<file path="src/rtl/bqsg_pkg.sv">
// ----------------------------------------------------------------------------
// bqsg_pkg: shared types and constants
// Payload structs, the front-to-back job record and fixed-point constants of
// the bilinear quadrilateral shape gradient core.
// ----------------------------------------------------------------------------
package bqsg_pkg;

  // Input beat: particle position and cell bounds, all Q16.16.
  typedef struct packed {
    logic signed [31:0] particle_x;
    logic signed [31:0] particle_y;
    logic signed [31:0] cell_x_low;
    logic signed [31:0] cell_x_high;
    logic signed [31:0] cell_y_low;
    logic signed [31:0] cell_y_high;
  } particle_t;

  // Result beat: one node of one particle.
  typedef struct packed {
    logic        [1:0]  node_number;
    logic        [30:0] weight;
    logic signed [31:0] grad_x;
    logic signed [31:0] grad_y;
    logic signed [31:0] xi_coord;
    logic signed [31:0] eta_coord;
    logic               degenerate;
    logic               last_node;
  } node_t;

  // Classified job handed from the front to the back.
  typedef struct packed {
    logic               degenerate;
    logic signed [32:0] dx;
    logic signed [32:0] dy;
    logic signed [34:0] num_x;
    logic signed [34:0] num_y;
  } job_t;

  // Divider geometry: 66-bit dividend, 34-bit divisor, 32 quotient bits.
  localparam int DIV_STEPS = 32;
  localparam int NUM_W     = 66;
  localparam int DEN_W     = 34;

  localparam logic signed [33:0] ONE_Q30 = 34'sh0_4000_0000;
  localparam logic signed [31:0] S32_MAX = 32'sh7FFF_FFFF;
  localparam logic signed [31:0] S32_MIN = 32'sh8000_0000;

  // Register map.
  localparam logic REG_WEIGHT_FLOOR = 1'b0;

  // Magnitude of a 35-bit signed value (never larger than 2^34).
  function automatic logic [34:0] mag35(input logic signed [34:0] v);
    mag35 = v[34] ? 35'(-v) : 35'(v);
  endfunction

endpackage

</file>
<file path="src/rtl/bqsg_front.sv">
// ----------------------------------------------------------------------------
// bqsg_front: particle classifier
// Forms cell width, height and centered numerators and flags degenerate cells.
// ----------------------------------------------------------------------------
module bqsg_front
  import bqsg_pkg::*;
(
  input  particle_t particle,
  output job_t      job
);

  logic signed [32:0] dx;
  logic signed [32:0] dy;

  // Width and height of the cell, one bit wider than the bounds.
  assign dx = 33'(particle.cell_x_high) - 33'(particle.cell_x_low);
  assign dy = 33'(particle.cell_y_high) - 33'(particle.cell_y_low);

  // Numerators 2p - low - high, and the degenerate test.
  always_comb begin
    job.dx         = dx;
    job.dy         = dy;
    job.num_x      = (35'(particle.particle_x) <<< 1) - 35'(particle.cell_x_high)
                     - 35'(particle.cell_x_low);
    job.num_y      = (35'(particle.particle_y) <<< 1) - 35'(particle.cell_y_high)
                     - 35'(particle.cell_y_low);
    job.degenerate = (dx == '0) || (dy == '0);
  end

endmodule

</file>
<file path="src/rtl/bqsg_queue.sv">
// ----------------------------------------------------------------------------
// bqsg_queue: job queue
// Small register queue that decouples the classifier from the arithmetic back.
// ----------------------------------------------------------------------------
module bqsg_queue
  import bqsg_pkg::*;
#(
  parameter int DEPTH = 2
) (
  input  logic clk,
  input  logic rst,
  input  logic push,
  input  job_t push_data,
  input  logic pop,
  output job_t pop_data,
  output logic full,
  output logic empty
);

  localparam int PTR_W = (DEPTH > 1) ? $clog2(DEPTH) : 1;
  localparam int CNT_W = $clog2(DEPTH + 1);
  localparam logic [PTR_W-1:0] LAST = PTR_W'(DEPTH - 1);

  job_t             entries [DEPTH];
  logic [PTR_W-1:0] wr_ptr;
  logic [PTR_W-1:0] rd_ptr;
  logic [CNT_W-1:0] count;

  assign full     = (count == CNT_W'(DEPTH));
  assign empty    = (count == '0);
  assign pop_data = entries[rd_ptr];

  // Pointers and fill count.
  always_ff @(posedge clk) begin
    if (rst) begin
      wr_ptr <= '0;
      rd_ptr <= '0;
      count  <= '0;
    end else begin
      if (push) begin
        wr_ptr <= (wr_ptr == LAST) ? '0 : wr_ptr + 1'b1;
      end
      if (pop) begin
        rd_ptr <= (rd_ptr == LAST) ? '0 : rd_ptr + 1'b1;
      end
      if (push && !pop) begin
        count <= count + 1'b1;
      end else if (pop && !push) begin
        count <= count - 1'b1;
      end
    end
  end

  // Entry storage.
  always_ff @(posedge clk) begin
    if (push) begin
      entries[wr_ptr] <= push_data;
    end
  end

endmodule

</file>
<file path="src/rtl/bqsg_div.sv">
// ----------------------------------------------------------------------------
// bqsg_div: restoring divider
// Produces 32 quotient bits, one per cycle, for a dividend whose upper part
// is already below the divisor.
// ----------------------------------------------------------------------------
module bqsg_div
  import bqsg_pkg::*;
(
  input  logic             clk,
  input  logic             rst,
  input  logic             start,
  input  logic [NUM_W-1:0] num,
  input  logic [DEN_W-1:0] den,
  output logic             done,
  output logic [31:0]      quot
);

  logic             busy;
  logic [4:0]       cnt;
  logic [DEN_W-1:0] rem;
  logic [31:0]      low;
  logic [DEN_W:0]   trial;

  assign trial = {rem, low[31]};

  // One quotient bit per cycle.
  always_ff @(posedge clk) begin
    if (rst) begin
      busy <= 1'b0;
      done <= 1'b0;
      cnt  <= '0;
    end else begin
      done <= 1'b0;
      if (start) begin
        busy <= 1'b1;
        cnt  <= '0;
        rem  <= num[NUM_W-1:32];
        low  <= num[31:0];
      end else if (busy) begin
        low <= {low[30:0], 1'b0};
        if (trial >= {1'b0, den}) begin
          rem  <= DEN_W'(trial - {1'b0, den});
          quot <= {quot[30:0], 1'b1};
        end else begin
          rem  <= trial[DEN_W-1:0];
          quot <= {quot[30:0], 1'b0};
        end
        cnt <= cnt + 1'b1;
        if (cnt == 5'(DIV_STEPS - 1)) begin
          busy <= 1'b0;
          done <= 1'b1;
        end
      end
    end
  end

endmodule

</file>
<file path="src/rtl/bqsg_back.sv">
// ----------------------------------------------------------------------------
// bqsg_back: arithmetic back end
// Sequences the natural-coordinate and gradient divisions on a shared divider,
// then forms and emits the four node results through an output register.
// ----------------------------------------------------------------------------
module bqsg_back
  import bqsg_pkg::*;
(
  input  logic        clk,
  input  logic        rst,
  input  logic [30:0] weight_floor,
  input  job_t        job_in,
  input  logic        job_ready,
  output logic        job_pop,
  output node_t       node,
  output logic        node_valid,
  input  logic        node_stall
);

  typedef enum logic [3:0] {
    S_IDLE, S_XI, S_ETA, S_GEM, S_GEP, S_GXM, S_GXP, S_MUL, S_EMIT
  } state_t;

  // Gradient slots: factor 1-eta or 1+eta over dx, 1-xi or 1+xi over dy.
  localparam logic [1:0] G_EM = 2'd0;
  localparam logic [1:0] G_EP = 2'd1;
  localparam logic [1:0] G_XM = 2'd2;
  localparam logic [1:0] G_XP = 2'd3;

  state_t             state;
  job_t               job;
  logic               launched;
  logic signed [31:0] xi;
  logic signed [31:0] eta;
  logic [31:0]        g_v [4];
  logic               g_n [4];
  logic [63:0]        prod;
  logic               pneg;
  logic [1:0]         k;

  logic signed [34:0] sel_num;
  logic signed [32:0] sel_den;
  logic               is_nat;
  logic [34:0]        a;
  logic [32:0]        b;
  logic               neg;
  logic [NUM_W-1:0]   n;
  logic [DEN_W-1:0]   d;
  logic               nat_sat;
  logic               ovf;
  logic               div_start;
  logic               div_done;
  logic [31:0]        q;
  logic signed [31:0] nat_res;
  logic [31:0]        grad_v;

  logic signed [33:0] fxm, fxp, fem, fep, fxk, fek;
  logic [34:0]        fxa, fea;
  logic [64:0]        wsum;
  logic signed [33:0] ws;
  logic signed [33:0] wfl;
  logic [30:0]        wout;
  logic [1:0]         gx_i, gy_i;
  logic signed [31:0] gx, gy;
  logic               out_free;

  function automatic logic signed [31:0] grad_fin(input logic [31:0] v, input logic ng);
    if (ng) begin
      grad_fin = 32'(33'd0 - {1'b0, v});
    end else begin
      grad_fin = v[31] ? S32_MAX : $signed(v);
    end
  endfunction

  // Factors 1 -/+ xi and 1 -/+ eta in Q2.30.
  assign fxm = ONE_Q30 - 34'(xi);
  assign fxp = ONE_Q30 + 34'(xi);
  assign fem = ONE_Q30 - 34'(eta);
  assign fep = ONE_Q30 + 34'(eta);

  // Divider operand selection by step.
  always_comb begin
    is_nat  = 1'b0;
    sel_num = job.num_x;
    sel_den = job.dx;
    unique case (state)
      S_XI: begin
        is_nat = 1'b1;
      end
      S_ETA: begin
        is_nat  = 1'b1;
        sel_num = job.num_y;
        sel_den = job.dy;
      end
      S_GEM: sel_num = 35'(fem);
      S_GEP: sel_num = 35'(fep);
      S_GXM: begin
        sel_num = 35'(fxm);
        sel_den = job.dy;
      end
      S_GXP: begin
        sel_num = 35'(fxp);
        sel_den = job.dy;
      end
      default: ;
    endcase
    a   = mag35(sel_num);
    b   = sel_den[32] ? 33'(-sel_den) : 33'(sel_den);
    neg = sel_num[34] ^ sel_den[32];
    d   = {b, 1'b0};
    if (is_nat) begin
      n = {1'b0, a[33:0], 31'b0} + {33'b0, b};
    end else begin
      n = {30'b0, a[31:0], 2'b0} + {33'b0, b};
    end
    nat_sat = {1'b0, a[33:0]} >= {1'b0, b, 1'b0};
    ovf     = n[NUM_W-1:32] >= d;
  end

  assign div_start = !launched && (state == S_XI || state == S_ETA || state == S_GEM ||
                                   state == S_GEP || state == S_GXM || state == S_GXP);

  bqsg_div u_div (
    .clk   (clk),
    .rst   (rst),
    .start (div_start),
    .num   (n),
    .den   (d),
    .done  (div_done),
    .quot  (q)
  );

  // Rounding and saturation of finished quotients.
  always_comb begin
    if (nat_sat) begin
      nat_res = neg ? S32_MIN : S32_MAX;
    end else if (neg) begin
      nat_res = 32'(33'd0 - {1'b0, q});
    end else begin
      nat_res = q[31] ? S32_MAX : $signed(q);
    end
    grad_v = (ovf || q > 32'h8000_0000) ? 32'h8000_0000 : q;
  end

  // Per-node weight and gradient selection.
  always_comb begin
    fxk  = (k == 2'd1 || k == 2'd2) ? fxp : fxm;
    fek  = k[1] ? fep : fem;
    fxa  = mag35(35'(fxk));
    fea  = mag35(35'(fek));
    wsum = {1'b0, prod} + 65'h0_8000_0000;
    ws   = pneg ? 34'(-{1'b0, wsum[64:32]}) : 34'({1'b0, wsum[64:32]});
    wfl  = 34'({1'b0, weight_floor});
    if (ws < wfl) begin
      wout = weight_floor;
    end else if (ws > 34'sh0_7FFF_FFFF) begin
      wout = 31'h7FFF_FFFF;
    end else begin
      wout = ws[30:0];
    end
    gx_i = k[1] ? G_EP : G_EM;
    gy_i = (k == 2'd1 || k == 2'd2) ? G_XP : G_XM;
    gx   = grad_fin(g_v[gx_i], g_n[gx_i] ^ (k == 2'd0 || k == 2'd3));
    gy   = grad_fin(g_v[gy_i], g_n[gy_i] ^ !k[1]);
  end

  assign out_free = !node_valid || !node_stall;
  assign job_pop  = (state == S_IDLE) && job_ready;

  // Sequencer, working registers and output register.
  always_ff @(posedge clk) begin
    if (rst) begin
      state      <= S_IDLE;
      launched   <= 1'b0;
      node_valid <= 1'b0;
      k          <= '0;
    end else begin
      // An accepted beat leaves unless the emit step refills the register.
      if (node_valid && !node_stall && state != S_EMIT) begin
        node_valid <= 1'b0;
      end
      if (div_start) begin
        launched <= 1'b1;
      end
      unique case (state)
        S_IDLE: begin
          if (job_ready) begin
            job   <= job_in;
            k     <= '0;
            state <= job_in.degenerate ? S_MUL : S_XI;
          end
        end
        S_XI, S_ETA: begin
          if (div_done) begin
            launched <= 1'b0;
            if (state == S_XI) begin
              xi    <= nat_res;
              state <= S_ETA;
            end else begin
              eta   <= nat_res;
              state <= S_GEM;
            end
          end
        end
        S_GEM, S_GEP, S_GXM, S_GXP: begin
          if (div_done) begin
            launched <= 1'b0;
            unique case (state)
              S_GEM: begin
                g_v[G_EM] <= grad_v;
                g_n[G_EM] <= neg;
                state     <= S_GEP;
              end
              S_GEP: begin
                g_v[G_EP] <= grad_v;
                g_n[G_EP] <= neg;
                state     <= S_GXM;
              end
              S_GXM: begin
                g_v[G_XM] <= grad_v;
                g_n[G_XM] <= neg;
                state     <= S_GXP;
              end
              default: begin
                g_v[G_XP] <= grad_v;
                g_n[G_XP] <= neg;
                state     <= S_MUL;
              end
            endcase
          end
        end
        S_MUL: begin
          prod  <= fxa[31:0] * fea[31:0];
          pneg  <= fxk[33] ^ fek[33];
          state <= S_EMIT;
        end
        S_EMIT: begin
          if (out_free) begin
            node_valid       <= 1'b1;
            node.node_number <= k;
            node.last_node   <= (k == 2'd3);
            node.degenerate  <= job.degenerate;
            if (job.degenerate) begin
              node.weight    <= '0;
              node.grad_x    <= '0;
              node.grad_y    <= '0;
              node.xi_coord  <= '0;
              node.eta_coord <= '0;
            end else begin
              node.weight    <= wout;
              node.grad_x    <= gx;
              node.grad_y    <= gy;
              node.xi_coord  <= xi;
              node.eta_coord <= eta;
            end
            k     <= k + 1'b1;
            state <= (k == 2'd3) ? S_IDLE : S_MUL;
          end
        end
        default: state <= S_IDLE;
      endcase
    end
  end

endmodule

</file>
<file path="src/rtl/bilinear_quad_shape_gradients_core.sv">
// A regular cell takes six divisions on one shared bit-serial divider before its
// first result beat is valid; a degenerate cell skips them. The back end works on
// one particle at a time while the queue takes new particles ahead of it, and each
// result beat comes from a multiply step and an emit step. Reset (rst, synchronous)
// empties the queue, idles the sequencer and clears weight_floor to zero.
// ----------------------------------------------------------------------------
// bilinear_quad_shape_gradients_core: top level
// Bilinear quadrilateral shape weights and gradients with an APB register port.
// ----------------------------------------------------------------------------
module bilinear_quad_shape_gradients_core
  import bqsg_pkg::*;
#(
  parameter int QUEUE_DEPTH = 2
) (
  input  logic        clk,
  input  logic        rst,
  input  logic        particle_valid,
  output logic        particle_stall,
  input  particle_t   particle,
  output logic        node_valid,
  input  logic        node_stall,
  output node_t       node,
  input  logic        psel,
  input  logic        penable,
  input  logic        pwrite,
  input  logic [2:0]  paddr,
  input  logic [31:0] pwdata,
  output logic [31:0] prdata,
  output logic        pready
);

  logic [30:0] weight_floor;
  job_t        job_new;
  job_t        job_head;
  logic        q_full;
  logic        q_empty;
  logic        job_pop;

  // Register port.
  assign pready = 1'b1;
  assign prdata = (paddr[2] == REG_WEIGHT_FLOOR) ? {1'b0, weight_floor} : '0;

  always_ff @(posedge clk) begin
    if (rst) begin
      weight_floor <= '0;
    end else if (psel && penable && pwrite && pready && paddr[2] == REG_WEIGHT_FLOOR) begin
      weight_floor <= pwdata[30:0];
    end
  end

  assign particle_stall = q_full;

  bqsg_front u_front (
    .particle (particle),
    .job      (job_new)
  );

  bqsg_queue #(.DEPTH(QUEUE_DEPTH)) u_queue (
    .clk       (clk),
    .rst       (rst),
    .push      (particle_valid && !q_full),
    .push_data (job_new),
    .pop       (job_pop),
    .pop_data  (job_head),
    .full      (q_full),
    .empty     (q_empty)
  );

  bqsg_back u_back (
    .clk          (clk),
    .rst          (rst),
    .weight_floor (weight_floor),
    .job_in       (job_head),
    .job_ready    (!q_empty),
    .job_pop      (job_pop),
    .node         (node),
    .node_valid   (node_valid),
    .node_stall   (node_stall)
  );

endmodule

</file>
<file path="config.mk">
export PLATFORM = sky130hd
export DESIGN_NAME = bilinear_quad_shape_gradients_core
export DESIGN_NICKNAME = d
export VERILOG_FILES = /design/src/rtl/bqsg_pkg.sv /design/src/rtl/bqsg_front.sv /design/src/rtl/bqsg_queue.sv /design/src/rtl/bqsg_div.sv /design/src/rtl/bqsg_back.sv /design/src/rtl/bilinear_quad_shape_gradients_core.sv
export SDC_FILE = /design/constraint.sdc
export NUM_CORES = 2
export LEC_CHECK = 0
export BUFFER_PORTS_ARGS = -buffer_cell sky130_fd_sc_hd__buf_2
export CORE_UTILIZATION = 41
export DETAILED_ROUTE_END_ITERATION = 12
export GPL_TIMING_DRIVEN = 0
export RECOVER_POWER = 50
export REMOVE_ABC_BUFFERS = 1
export SLEW_MARGIN = 15
export SYNTH_ARGS = -nofsm -noshare
export SYNTH_HDL_FRONTEND = slang
export SYNTH_HIERARCHICAL = 1
export SYNTH_SLANG_ARGS = --single-unit
</file>
<file path="constraint.sdc">
create_clock -name clk -period 11.9 [get_ports clk]
set_clock_uncertainty 0.1 [all_clocks]
set_input_delay 0.595 -clock clk [delete_from_list [all_inputs] [get_ports clk]]
set_output_delay 0.595 -clock clk [all_outputs]
set_load 0.02 [all_outputs]
</file>
==> results.sh <==
export IMPL_max_stage_delay_ns=0.99
export IMPL_worst_pin_slew_ns=1.335
export IMPL_first_iter_violations=7771
export IMPL_p_leak_nw=48.42
export IMPL_io_buffers=426
export IMPL_grt_start_max_net_pins=83
export IMPL_vias=78970
export IMPL_dieArea_mm2=0.2356
export IMPL_antenna_found_initial=18
export IMPL_clkPwrFrac_pct=14.2
export IMPL_initial_core_util_pct=41.20
export IMPL_coreArea_mm2=0.2325
export IMPL_ant_nets=0
export IMPL_num_io_pins=432
export IMPL_hold_path_end="u_back/node_valid"
export IMPL_die_w_um=485.4
export IMPL_grt_first_pass_wirelength_mm=491.3
export IMPL_ir_drop_uv=196.9
export IMPL_hold_violations=0
export IMPL_synth_top_cell_by_area="edfxtp_1"
export IMPL_violations="setup timing"
export IMPL_hold_depth=3
export IMPL_synth_top_cell_area_share_pct=28.27
export IMPL_clkSinkCount=953
export IMPL_clock_path_buffers=3
export IMPL_ys_seq_area_share_pct=29.34
export IMPL_cts_made_buffers=101
export IMPL_worstPathArrival_ns=12.58
export IMPL_async_flop_share_pct=0
export IMPL_start_kind="register"
export IMPL_yosysWarnings=6
export IMPL_cts_tree="yes"
export IMPL_crit_fanout=12
export IMPL_dr_pass1_iters=9
export IMPL_place_hpwl_mm=259.3
export IMPL_clockRootBuffer="clkbuf_16"
export IMPL_slowest_stage="xnor2_2"
export IMPL_synthCells=9865
export IMPL_rrSetupSlack_ns=-0.27
export IMPL_end_kind="register"
export IMPL_drv_slew=0
export IMPL_setup_violations=15
export IMPL_ys_top_cells_by_area="edfxtp_1, fa_1, ha_1"
export IMPL_drcViolationCount=0
export IMPL_fmax_ghz=0.08219
export IMPL_switching_power_mw=10.28
export IMPL_synth_most_common_cell="inv_1"
export IMPL_htreeDepth=3
export IMPL_period_needed_ns=12.17
export IMPL_r2r_end="u_back/prod[59]"
export IMPL_clk_pin_slew_worst_paths_ns=0.07
export IMPL_track_usage_pct=27.82
export IMPL_netSwitchingFraction_pct=46.25
export IMPL_holdWs_ns=0.08845
export IMPL_netlist_area_mm2=0.09580
export IMPL_fp_row_count=177
export IMPL_num_nets_final=12410
export IMPL_wl_per_cell_um=25.30
export IMPL_synth_distinct_cells=116
export IMPL_drive_gt1_share_pct=17.15
export IMPL_pwr_share_comb_pct=62.9
export IMPL_slew_headroom_pct=10.89
export IMPL_worst_slack_ns=-0.2672
export IMPL_power_frac_seq_pct=22.9
export IMPL_dpl_cell_count=13110
export IMPL_clock_latency_ns=0.79
export IMPL_die_height_um=485.4
export IMPL_final_cells=13710
export IMPL_required_ns=12.32
export IMPL_min_path_type="in -> reg"
export IMPL_synth_edf_count=902
export IMPL_viasPerCell=5.761
export IMPL_syn_to_final_growth_pct=18.98
export IMPL_synth_avg_cell_area_um2=9.711
export IMPL_reg2reg_depth=41
export IMPL_wl_mm=346.7
export IMPL_fill_cells=20780
export IMPL_path_class="reg -> reg"
export IMPL_cap_violations=0
export IMPL_min_delay_start="node_stall"
export IMPL_period_share_pct=102.2
export IMPL_gp_congestion=0.9946
export IMPL_power_total_mw=22.22
export IMPL_grt_overflow_total=0
export IMPL_timing_rr_start="u_back/xi[0]"
export IMPL_ys_top_cells_by_count="inv_1, nor2_1, fa_1"
export IMPL_crit_path_frequent_cell="fa_1"
export IMPL_status="complete, but fails checks"
export IMPL_final_core_util_pct=49.02
export IMPL_rsz0062_at_grt="yes"
export IMPL_grt_pass1_vias=77240
export IMPL_power_internal_mw=11.94
export IMPL_ys_seq_elements=953
export IMPL_powerDensity_mw_per_mm2=194.9
export IMPL_synthFlopType="edfxtp_1"
## power by group through the flow
stage / clock network [mW] / registers [mW] / logic [mW]
global route: 3.34 / 5.12 / 15.3
CTS: 3.23 / 5.08 / 13.6
detailed placement: 0 / 5.15 / 13.5
floorplan: 0 / 5.12 / 9.36
global placement: 0 / 5.34 / 12.9
finish: 3.16 / 5.08 / 14.0
## stage by stage
stage / TNS, ns / instance area [um^2] / setup WS [ns]
after floorplan: -89.88 / 93860 / -3.654
after global placement: -1607.91 / 99800 / -10.78
after detailed placement: -307.80 / 104800 / -3.979
after CTS: 0 / 111400 / 0.01831
after global routing: -3.434 / 114000 / -0.3615
final: -2.129 / 114000 / -0.2672
## what timing repair did
item                                    in CTS  in global routing
hold endpoints to repair                    31                  0
endpoints found under the setup margin     161                139
cloned                                       6                  7
buffers inserted                           194                168
pin swaps                                   81                133
gates resized for setup                    208                190
hold buffers                                31                  0
## how the worst max path moves through the flow
stage	startpoint	endpoint	slack [ns]	cells after the start
2_1_floorplan	u_back/k[1]	u_back/prod[58]	-3.65	41
3_3_place_gp	u_back/k[1]	u_back/prod[58]	-10.78	33
3_5_place_dp	u_back/xi[0]	u_back/prod[58]	-3.98	42
4_1_cts	u_back/eta[0]	u_back/prod[59]	0.02	42
5_1_grt	u_back/xi[0]	u_back/prod[59]	-0.36	41
6_report	u_back/xi[0]	u_back/prod[59]	-0.27	41
## per-layer routing
metal	wire, um	GRT usage [%]	share of wire [%]	vias up
met5	288	0.1633	0.083	-
met4	25310	15.42	7.3	18
met3	35560	6.713	10	1291
met2	152600	43.73	44	4459
met1	133000	35.11	38	38710
li1	-	-	-	34490
## flip-flops by register name, summed over array words and instances, names as in the netlist, 2 cells and up, named ones only
name,flops
u_queue/entries,274
u_back/node,163
u_back/job,137
u_back/g_v,128
u_back/u_div/rem,34
u_back/prod,33
u_back/eta,32
u_back/u_div/low,32
u_back/u_div/quot,32
u_back/xi,32
weight_floor,31
u_back/u_div/cnt,5
u_back/g_n,4
u_back/state,4
u_back/k,2
u_queue/count,2
## layout by cell type, fill, tap and decap left out, drive strengths merged, types with 50 or more instances in the layout
cell type  count
a31oi         74
edfxtp       902
nand2b       139
o21ai        266
a21oi        405
and3          58
xnor2        411
clkbuf       129
or3           69
ha           643
xor2         206
clkinv        50
mux2i        171
a211oi        51
mux2         192
inv         1353
nor4          73
nor2        1061
and2          89
buf         1013
nand4         74
fa           962
nor2b        157
nand3        126
nor3         245
dfxtp         51
a21o         133
nand2        840
## cells by family (layout without fill, tap and decap cells)
logic type               after synthesis  after routing  synth area share (%)
flip-flops                           953            953                 29.34
XOR/XNOR                             615            617                 5.638
AND/OR/NAND/NOR                     3102           3102                 15.28
AO/OA/AOI/OAI                       1418           1421                 9.865
multiplexers                         363            363                 4.044
adder cells (fa/ha/maj)             1605           1605                 28.50
buffers and inverters               1806           2593                 7.319
other                                  3              9               0.01175
## worst max-delay path: cells and delay by family (launching register included)
kind | cells | cell delay (ns)
fa+ha+maj | 10 | 4.79
flops | 1 | 0.50
compound gates | 12 | 2.69
buf+inv | 8 | 0.84
simple gates | 9 | 1.85
xor+xnor | 2 | 1.09
## final cells by class
class | instances | area [um^2] | area share [%]
repair buffers | 1052 | 9359 | 8.211
diodes | 6 | 15.01 | 0.01317
clock inverters | 67 | 655.6 | 0.5752
repair inverters | 1 | 11.26 | 0.009880
multi-input cells | 7111 | 64260 | 56.38
well taps | 3043 | 3807 | 3.340
clock buffers | 123 | 2651 | 2.326
flip-flops and latches | 953 | 28120 | 24.67
inverters | 1350 | 5101 | 4.475
Power figures use the tool's default switching activity.
